[config.mk]
export PLATFORM = sky130hd
export DESIGN_NAME = lrel_ram
export DESIGN_NICKNAME = d
export VERILOG_FILES = /design/src/design/lrel_ram.sv
export SDC_FILE = /design/constraint.sdc
export NUM_CORES = 1
export LEC_CHECK = 0
export BUFFER_PORTS_ARGS = -buffer_cell sky130_fd_sc_hd__buf_2
export CORE_MARGIN = 10
export CORE_UTILIZATION = 40
export CTS_BUF_LIST = sky130_fd_sc_hd__clkbuf_8
export DETAILED_ROUTE_END_ITERATION = 10
export GPL_TIMING_DRIVEN = 0
export MAX_ROUTING_LAYER = met4
export PLACE_DENSITY = 0.61
export SYNTH_ARGS = -nofsm -noshare
export SYNTH_HDL_FRONTEND = slang
export SYNTH_SLANG_ARGS = --single-unit
[constraint.sdc]
create_clock -name clk -period 2.53 [get_ports clk]
set_clock_uncertainty 0.05 [all_clocks]
set_input_delay 0.1265 -clock clk [delete_from_list [all_inputs] [get_ports clk]]
set_output_delay 0.1265 -clock clk [all_outputs]
set_load 0.01 [all_outputs]
[src/design/lrel_ram.sv]
// ----------------------------------------------------------------------------
// lrel_ram: generic simple dual-port RAM
// One write port and one read port, with the read data registered.
// ----------------------------------------------------------------------------
module lrel_ram #(
    parameter  int WIDTH = 8,
    parameter  int DEPTH = 16,
    localparam int AW    = (DEPTH > 1) ? $clog2(DEPTH) : 1
) (
    input  logic             clk,
    input  logic             we,
    input  logic [AW-1:0]    waddr,
    input  logic [WIDTH-1:0] wdata,
    input  logic [AW-1:0]    raddr,
    output logic [WIDTH-1:0] rdata
);
    logic [WIDTH-1:0] mem [DEPTH];

    always_ff @(posedge clk)
    begin
        if (we)
        begin
            mem[waddr] <= wdata;
        end
        rdata <= mem[raddr];
    end
endmodule

==> summary.md, run 1 <==
| Metric | Value |
|---|---|
| Worst Path Arrival | 1.79 ns |
| RSZ-0062 raised after global routing | no |
| Critical Path Slowest Stage Cell | nor3_1 |
| Critical Path RT | 2.51 ns |
| CTS H-Tree Depth | 4 |
| Most numerous cell in the Yosys netlist | edfxtp_1 |
| CTS Hold Bufs | 0 |
| Buf/Inv on CP | 1 |
| Register bit count reported by yosys | 136 |
| Crit-path cells | buf_2 -> or3b_2 -> nor3_1 |
| Max cap viols | 0 |
| Pwr dens | 844 mW/mm² |
| Critical Path Fanout Max | 8 |
| Wirelength per Cell | 21.3 µm |
| Final Util | 47.7% |
| Area of the multi-input gates | 0.00106 mm² |
| TritonCTS Sinks | 136 |
| Place WS | 0.274 ns |
| Row count | 41 |
| GR Overflow Total | 0 |
| Final slew viol count | 0 |
| Core area | 0.0126 mm² |
| Post-route DRC | 0 |
| Crit path max-delay family | simple AND/OR/NAND/NOR gates |
| First-pass iteration count of the detailed router | 4 |
| Syn_area_per_cell | 22.5 µm² |
| Total track usage | 11.8% |
| Dominant cell type by area after synthesis | edfxtp_1 |
| Die area | 0.0178 mm² |
| Reg clk slew, reported paths | 0.07 ns |
| CP Class | input port to flip-flop |
| Final Cycle Share | 71.4% |
| Synth warnings | 0 |
| CTS Root Cell | clkbuf_8 |
| Vias | 2327 |
| Cts repair resizes | 0 |
| Largest net degree at the start of global routing | 17 |
| First-pass GRT wire length | 14.9 mm |
| Final setup fails | 0 |
| Minimum clock period | 1.81 ns |
| Fin. Hold Viols | 0 |
| Syn Inst Count | 229 |
| Ranking of synthesized cells by area | edfxtp_1 75%, mux4_2 7.9%, mux4_1 7.1%, dfxtp_1 3.1%, a22oi_1 2.3% |
| Async SR Flop Fraction | 0% |
| Slowest cell delay on critical path | 1.02 ns |
| Post-route ant nets | 0 |
| Number of global-route vias before repair | 2447 |
| Sequential cell area | 0.00400 mm² |
| Syn Nets | 247 |
| Post-DP HPWL | 6.31 mm |
| First DRT Iteration DRCs | 224 |
| Leakage | 2.01 nW |
| Final GP Congestion | 0.734 |
| Top cell type's share of synthesized area | 74.7% |
| Post-synthesis sequential area ratio | 77.8% |
| IO Pins | 26 |
| Outcome | finished clean |
| CTS max path bufs | 2 |
| CTS tree | built |
| Chip Height | 133 µm |
| Hold Path Class | input port to flip-flop |
| Number of fill cells | 1081 |
| Initial antenna violation count | 1 |
| CTS buffer count | 17 |
| Worst-case headroom to the max-slew limit | 11.8% |
| Die W | 133 µm |
| IO Port Bufs | 24 |
| Clock Latency Late Sink | 0.42 ns |
| Slew @ Worst Pin | 1.31 ns |
| Top FF cell, synth | edfxtp_1 |
| Mapped cell area | 0.00515 mm² |
| Setup crit end kind | flip-flop |
| Max Freq | 554 MHz |
| Post-synth EDFFs | 128 |
| Initial Util | 40.8% |
| Crit path launch type | input port |
| Final WL | 9.76 mm |
| Layout area overhead | 17.0% |
| Setup WS post-layout | 0.724 ns |
| Final std cell area, no fill | 0.00602 mm² |
| Setup bufs post-CTS | 0 |
| Share of cells above drive strength 1 | 29.7% |
| Post-synth top cells | 128 x edfxtp_1, 18 x mux4_2, 16 x a22oi_1 |
| Nets@finish | 291 |
| Yosys cell types | 19 |
| Via/cell ratio | 5.07 |
| Setup TNS | 0 ns |
| VDD IR max | 0.390 mV |
| Placed cell areas | 0.00548 mm² |
## area by class of cell
type	instances	area share, %
repair buffers	25	2.08
clock buffers	19	4.34
flip-flops and latches	136	66.5
multi-input cells	83	17.5
well taps	172	3.57
plain buffers	10	1.43
clock inverters	13	4.53
diodes	1	0.0415
## metal layers
layer / routed length, µm / track usage (%)
met4: 83 / 4.35
met3: 628 / 3.76
met2: 4790 / 17.2
met1: 4260 / 15.3
met5: 0 / -
## report_power, final
| group | switching, mW | internal [mW] | total, mW | leakage (nW) |
|---|---|---|---|---|
| Sequential | 0.0103 | 2.52 | 2.53 | 1.22 |
| Combinational | 0.144 | 0.100 | 0.244 | 0.520 |
| Clock | 0.793 | 1.52 | 2.31 | 0.263 |
| Total | 0.947 | 4.14 | 5.09 | 2.01 |
## stage by stage
stage | cells | hold WS, ns | total power [mW]
after floorplan | 229 | 0.175 | 2.71
after global placement | 425 | 0.475 | 2.82
after detailed placement | 425 | 0.476 | 2.83
after CTS | 457 | 0.0199 | 5.13
after global routing | 459 | 0.0239 | 5.25
final | 459 | 0.0464 | 5.09
## layout by cell type (no fill, tap or decap), drive strengths merged
| cell type | instances |
|---|---|
| a22oi | 16 |
| clkbuf | 19 |
| nand3 | 1 |
| buf | 32 |
| clkdlybuf4s25 | 3 |
| dfxtp | 8 |
| diode | 1 |
| mux4 | 32 |
| clkinv | 2 |
| clkinvlp | 2 |
| nor3 | 4 |
| bufinv | 8 |
| nand2 | 9 |
| nand2b | 2 |
| inv | 1 |
| or3b | 1 |
| edfxtp | 128 |
| nor2 | 13 |
| and2b | 1 |
| nor2b | 1 |
| nand3b | 2 |
| and2 | 1 |
## worst paths after layout
path                             from                   end  slack, ns  depth (start not counted)
setup / recovery             waddr[2]   mem[0][0]$_DFFE_PP_       0.72                          3
hold / removal               wdata[6]  mem[12][6]$_DFFE_PP_       0.05                          1
setup reg to reg  mem[1][0]$_DFFE_PP_      rdata[0]$_DFF_P_       1.06                          3
hold reg to reg   mem[8][2]$_DFFE_PP_      rdata[2]$_DFF_P_       0.63                          3
## cells by family after synthesis
| family | synth area share, % |
|---|---|
| and+or+nand+nor | 3.18 |
| muxes | 15.0 |
| DFF | 77.8 |
| AOI/OAI and AO/OA | 2.33 |
| buffers and inverters | 1.68 |
## sequential cells by signal (all words and copies together), names as in the netlist
register  count
mem         128
rdata         8
No activity file was read; power rests on OpenSTA's default activity.
==> inputs of run 2 (changes only) <==
==> constraint.sdc (replaced) <==
create_clock -name clk -period 1.7 [get_ports clk]
set_clock_uncertainty 0.05 [all_clocks]
set_input_delay 0.085 -clock clk [delete_from_list [all_inputs] [get_ports clk]]
set_output_delay 0.085 -clock clk [all_outputs]
set_load 0.01 [all_outputs]
==> run 2 against run 1 <==
Worst hold slack improved by 0.00079 ns. Sequential share of layout area decreased by 0.82 points. Global-route usage about the same. Flip-flop and latch count is the same. Critical path depth unchanged. Final cell count rose by 1.5%. Power grew 49%. Via count is 2.0% higher. Count of clock-buffer cells in the layout stayed put. Utilization increased by 0.59 points. Register-to-register slack got worse by 0.86 ns. Die area is the same. Highest routed layer unchanged.
==> summary.md, run 2 (same netlist as run 1, synthesis figures left out) <==
| Metric | Value |
|---|---|
| Vias | 2374 (+2.0%) |
| Final std cell area, no fill | 0.00610 mm² (+1.2%) |
| Outcome | finished clean |
| VDD IR max | 0.580 mV (+48%) |
| Layout area overhead | 18.5% |
| GR Overflow Total | 0 (unchanged) |
| Min-delay src | wdata[7] |
| Hold path depth | 1 (unchanged) |
| Die W | 133 µm (unchanged) |
| Critical Path Fanout Max | 1 (-7) |
| Initial antenna violation count | 1 (unchanged) |
| Pwr dens | 1240 mW/mm² (+47%) |
| Final WL | 9.80 mm (+0.39%) |
| Slew @ Worst Pin | 1.27 ns (-0.0439 ns) |
| CTS Root Cell | clkbuf_8 |
| Final Cycle Share | 88.2% |
| Initial Util | 40.8% (unchanged) |
| Clock Latency Late Sink | 0.42 ns (about the same) |
| First-pass GRT wire length | 15.0 mm (+0.69%) |
| Place WS | -0.514 ns (-0.789 ns) |
| CTS max path bufs | 2 (unchanged) |
| Hold Path Class | input port to flip-flop |
| Post-DP HPWL | 6.31 mm (unchanged) |
| Pwr Total | 7.57 mW (+49%) |
| Cells after DPL | 425 (unchanged) |
| Fin. Hold Viols | 0 (unchanged) |
| Layout Cells excl Fill | 466 (+1.5%) |
| RSZ-0062 raised after global routing | no |
| Via/cell ratio | 5.09 (+0.49%) |
| Most frequent cells in the layout | 128 x edfxtp_1, 28 x buf_2, 19 x clkbuf_8, 18 x mux4_2, 16 x a22oi_1 |
| Crit path launch type | flip-flop |
| First DRT Iteration DRCs | 252 (+13%) |
| IO Pins | 26 (unchanged) |
| Chip Height | 133 µm (unchanged) |
| Critical Path RT | 1.95 ns (-0.56 ns) |
| Worst Path Arrival | 1.75 ns (-0.04 ns) |
| Leakage | 2.04 nW (+1.5%) |
| Placed cell areas | 0.00548 mm² (unchanged) |
| Final slew viol count | 0 (unchanged) |
| Crit path launch | mem[1][0]$_DFFE_PP_ |
| Reg2Reg Launch Point | mem[1][0]$_DFFE_PP_ |
| Number of global-route vias before repair | 2474 (+1.1%) |
| Largest register FFs | 128 (unchanged) |
| Reg clk slew, reported paths | 0.07 ns (about the same) |
| Most common cell after layout, fill and taps aside | edfxtp_1 |
| Max cap viols | 0 (unchanged) |
| CTS H-Tree Depth | 4 (unchanged) |
| Core area | 0.0126 mm² (unchanged) |
| R2R depth | 3 (unchanged) |
| IO Port Bufs | 24 (unchanged) |
| TritonCTS Sinks | 136 (unchanged) |
| Row count | 41 (unchanged) |
| CTS tree | built |
| Setup WS post-layout | 0.201 ns (-0.523 ns) |
| Total track usage | 11.9% (+0.033 points) |
| Nets@finish | 298 (+2.4%) |
| Die area | 0.0178 mm² (unchanged) |
| Setup crit end kind | flip-flop |
| Share of cells above drive strength 1 | 29.4% (-0.37 points) |
| Max Freq | 667 MHz |
| CP Class | flip-flop to flip-flop |
| Largest net degree at the start of global routing | 17 (unchanged) |
| Minimum clock period | 1.50 ns |
| CTS buffer count | 17 (unchanged) |
| Post-route DRC | 0 (unchanged) |
| Setup bufs post-CTS | 0 (unchanged) |
| Largest Register | mem |
| Final setup fails | 0 (unchanged) |
| Wirelength per Cell | 21.0 µm (-1.1%) |
| Worst-case headroom to the max-slew limit | 14.8% (+2.9 points) |
| Post-route ant nets | 0 (unchanged) |
| Final GP Congestion | 0.734 (unchanged) |
| First-pass iteration count of the detailed router | 4 (unchanged) |
| Hold_ws | 0.0472 ns (+0.000787 ns) |
| Top flop regs | mem (128), rdata (8) |
-- run 2: changes by cell type in the layout (fill, tap and decap cells not counted) --
cell	before	now
dlygate4sd3_1	0	7
nor3_1	4	3
nor3_2	0	1
-- run 2: critical path, cell delays in order (launching register included) --
cell	delay, ns
edfxtp_1	0.36
mux4_1	0.51
a22oi_1	0.38
nand2_1	0.09
-- run 2: per-layer routing --
layer | vias up | GRT usage, % | part of all wire (%) | wire [µm]
met1 | 1213 | 15.5 | 45 | 4420
met2 | 70 | 17.2 | 48 | 4660
met5 | - | - | 0 | 0
met4 | 0 | 4.35 | 1.4 | 133
met3 | 12 | 3.68 | 5.9 | 582
li1 | 1079 | - | - | -
-- run 2: area by class of cell --
cell class,instances,area (µm²)
fill,1074,6520
clock buffer,19,262
antenna,1,2.50
multi-input combinational,83,1060
timing repair buffer,32,195
clock inverter,13,273
buffer,10,86.3
tap,172,215
sequential,136,4000
-- run 2: final timing paths --
kind / to / slack, ns
setup reg to reg: rdata[0]$_DFF_P_ / 0.20
hold / removal: mem[14][7]$_DFFE_PP_ / 0.05
setup / recovery: rdata[0]$_DFF_P_ / 0.20
hold reg to reg: rdata[2]$_DFF_P_ / 0.63
-- run 2: power by group --
group | leakage (nW) | total, mW | switching [mW] | internal [mW]
clock network | 0.263 | 3.43 | 1.17 | 2.26
registers | 1.22 | 3.76 | 0.0153 | 3.74
logic | 0.551 | 0.377 | 0.217 | 0.160
-- run 2: timing repair --
action                                  CTS  global route
hold endpoints to repair                 92             0
endpoints found under the setup margin    8             0
hold buffers                              7             0
gates resized for setup                   1             0
-- run 2: per-stage QoR --
stage,util [%],setup TNS (ns)
6_report,48.3,0
3_3_place_gp,43.4,-10.59
4_1_cts,48.3,0
2_1_floorplan,-,0
5_1_grt,48.3,0
3_5_place_dp,43.4,-10.67
==> inputs of run 3 (changes only) <==
--- a/config.mk
+++ b/config.mk
@@ -7,12 +7,12 @@
 export LEC_CHECK = 0
 export BUFFER_PORTS_ARGS = -buffer_cell sky130_fd_sc_hd__buf_2
 export CORE_MARGIN = 10
-export CORE_UTILIZATION = 40
+export CORE_UTILIZATION = 55
 export CTS_BUF_LIST = sky130_fd_sc_hd__clkbuf_8
 export DETAILED_ROUTE_END_ITERATION = 10
 export GPL_TIMING_DRIVEN = 0
 export MAX_ROUTING_LAYER = met4
-export PLACE_DENSITY = 0.61
+export PLACE_DENSITY = 0.81
 export SYNTH_ARGS = -nofsm -noshare
 export SYNTH_HDL_FRONTEND = slang
 export SYNTH_SLANG_ARGS = --single-unit
==> constraint.sdc (replaced) <==
create_clock -name clk -period 1.28 [get_ports clk]
set_clock_uncertainty 0.05 [all_clocks]
set_input_delay 0.064 -clock clk [delete_from_list [all_inputs] [get_ports clk]]
set_output_delay 0.064 -clock clk [all_outputs]
set_load 0.01 [all_outputs]
==> run 3 against run 2 <==
The run now ends with setup timing left. Flip-flop and latch count did not move. Maximum frequency rose by 6.6%. Sequential power rose by 33%. Worst hold slack improved by 0.069 ns. Combinational power rose by 41%. Routed wire length rose by 3.2%. First-iteration DRC count fell by 21%. Via count rose by 4.3%. Die area fell by 23%. Critical path depth did not move. Largest cell class unchanged.
==> summary.md, run 3 (same netlist as run 1, synthesis figures left out) <==
| Metric | Value |
|---|---|
| Largest register FFs | 128 (unchanged) |
| Number of fill cells | 589 (-45%) |
| R2R depth | 3 (unchanged) |
| Share of cells above drive strength 1 | 36.2% (+6.8 points) |
| Final GP Congestion | 0.756 (+3.0%) |
| Final slew viol count | 0 (unchanged) |
| Largest net degree at the start of global routing | 17 (unchanged) |
| TritonCTS Sinks | 136 (unchanged) |
| Most frequent cells in the layout | 128 x edfxtp_1, 27 x buf_2, 27 x mux4_2, 18 x clkbuf_8, 10 x nor2_1 |
| Post-route ant nets | 0 (unchanged) |
| FF-to-FF setup slack | -0.13 ns (-0.33 ns) |
| Pwr Total | 9.63 mW (+27%) |
| Number of global-route vias before repair | 2545 (+2.9%) |
| Crit path launch | mem[5][1]$_DFFE_PP_ |
| Core area | 0.00920 mm² (-27%) |
| Post-route DRC | 0 (unchanged) |
| Worst-case headroom to the max-slew limit | 45.5% (+31 points) |
| First DRT Iteration DRCs | 200 (-21%) |
| Setup WS post-layout | -0.126 ns (-0.328 ns) |
| Final setup fails | 8 (+8) |
| First-pass GRT wire length | 15.1 mm (+0.33%) |
| Initial Util | 56.0% (+15 points) |
| Diode count | 0 (-1) |
| Leakage | 1.98 nW (-2.7%) |
| CTS H-Tree Depth | 4 (unchanged) |
| Vias | 2475 (+4.3%) |
| Sequential cell area | 0.00400 mm² (unchanged) |
| Max cap viols | 0 (unchanged) |
| RSZ-0062 raised after global routing | yes |
| Minimum clock period | 1.41 ns (-0.0925 ns) |
| Critical Path Slowest Stage Cell | mux4_1 |
| Die area | 0.0136 mm² (-23%) |
| Failing checks | setup timing |
| Max Freq | 711 MHz (+6.6%) |
| Die W | 117 µm (-13%) |
| Place WS | -0.599 ns (-0.0845 ns) |
| Hold_ws | 0.116 ns (+0.0687 ns) |
| IO Port Bufs | 24 (unchanged) |
| Setup bufs post-CTS | 0 (unchanged) |
| Initial antenna violation count | 0 (-1) |
| Wirelength per Cell | 25.0 µm (+19%) |
| CP Class | flip-flop to flip-flop |
| CTS buffer count | 17 (unchanged) |
| IO Pins | 26 (unchanged) |
| Hold Path Class | input port to flip-flop |
| Reg2Reg Launch Point | mem[5][1]$_DFFE_PP_ |
| Slew @ Worst Pin | 0.815 ns (-0.453 ns) |
| Final WL | 10.1 mm (+3.2%) |
| Placed cell areas | 0.00542 mm² (-1.1%) |
| Top flop regs | mem (128), rdata (8) |
| Crit path launch type | flip-flop |
| Critical Path Fanout Max | 1 (unchanged) |
| Via/cell ratio | 6.13 (+20%) |
| Row count | 35 (-15%) |
| Most common cell after layout, fill and taps aside | edfxtp_1 |
| Layout area overhead | 16.6% |
| Nets@finish | 298 (unchanged) |
| Worst setup endpoint | rdata[1]$_DFF_P_ |
| Critical Path RT | 1.55 ns (-0.40 ns) |
| CTS tree | built |
| Largest Register | mem |
| Chip Height | 117 µm (-13%) |
| Setup crit end kind | flip-flop |
| Fin. Hold Viols | 0 (unchanged) |
| Post-DP HPWL | 6.42 mm (+1.6%) |
| Pwr dens | 1600 mW/mm² (+29%) |
| Clock Latency Late Sink | 0.43 ns (about the same) |
| Reg clk slew, reported paths | 0.08 ns (about the same) |
| First-pass iteration count of the detailed router | 5 (+1) |
| CTS max path bufs | 2 (unchanged) |
| Worst flop-to-flop path endpoint | rdata[1]$_DFF_P_ |
| VDD IR max | 1.09 mV (+89%) |
| Outcome | finished with violations |
| Area of the multi-input gates | 0.00110 mm² (+3.3%) |
| Min-delay src | waddr[0] |
| GR Overflow Total | 0 (unchanged) |
| Total track usage | 16.5% (+4.6 points) |
| Slowest cell delay on critical path | 0.57 ns (+0.06 ns) |
| CTS Root Cell | clkbuf_8 |
| Final std cell area, no fill | 0.00600 mm² (-1.6%) |
| Worst Path Arrival | 1.68 ns (-0.07 ns) |
| Final Cycle Share | 110% (+22 points) |
| Crit-path cells | mux4_1 -> a22oi_1 -> nand2_1 |
run 3: how the worst min path moves through the flow:
stage                           to  slack (ns)  depth (start not counted)
6_report       mem[0][6]$_DFFE_PP_        0.12                          2
2_1_floorplan  mem[0][0]$_DFFE_PP_        0.11                          0
3_5_place_dp              rdata[3]        0.41                          1
3_3_place_gp   mem[6][6]$_DFFE_PP_        0.41                          1
4_1_cts        mem[0][6]$_DFFE_PP_        0.08                          2
5_1_grt        mem[0][6]$_DFFE_PP_        0.11                          2
run 3: metal layers:
metal,routed length (µm),GRT usage [%],vias to the layer above
met4,178,7.17,0
met1,4250,21.2,1275
met5,0,-,-
li1,-,-,1066
met2,5010,24.4,118
met3,682,4.21,16
run 3: power breakdown:
part           internal [mW]  switching (mW)  total (mW)  leakage (nW)
Clock                   2.55            1.55        4.10         0.238
Combinational          0.225           0.306       0.531         0.521
Sequential              4.97          0.0251        5.00          1.22
run 3: final cells by class:
class	count	area share, %
timing repair buffer	32	3.33
buffer	10	1.44
sequential	136	66.7
multi-input combinational	83	18.3
clock inverter	14	3.81
clock buffer	18	4.13
tap	111	2.31
run 3: repair_timing:
action                     CTS  global route
hold buffers                 8             0
hold endpoints to repair   128             0
pin swaps                    3             4
gates resized for setup     19             3
setup endpoints to repair   45            14
run 3: critical path, delay by kind of cell (launching register included):
kind / cells / cell delay (ns)
muxes: 1 / 0.57
DFF: 1 / 0.37
AOI/OAI and AO/OA: 1 / 0.23
and+or+nand+nor: 1 / 0.08
run 3: metrics by stage:
step                      setup TNS, ns  util, %  std cells
after floorplan                   -3.07        -        229
after global placement           -36.13     59.0        364
after detailed placement         -40.13     59.0        364
after CTS                        -0.491     65.2        404
after global routing             -0.789     65.3        404
final                            -0.483     65.3        404
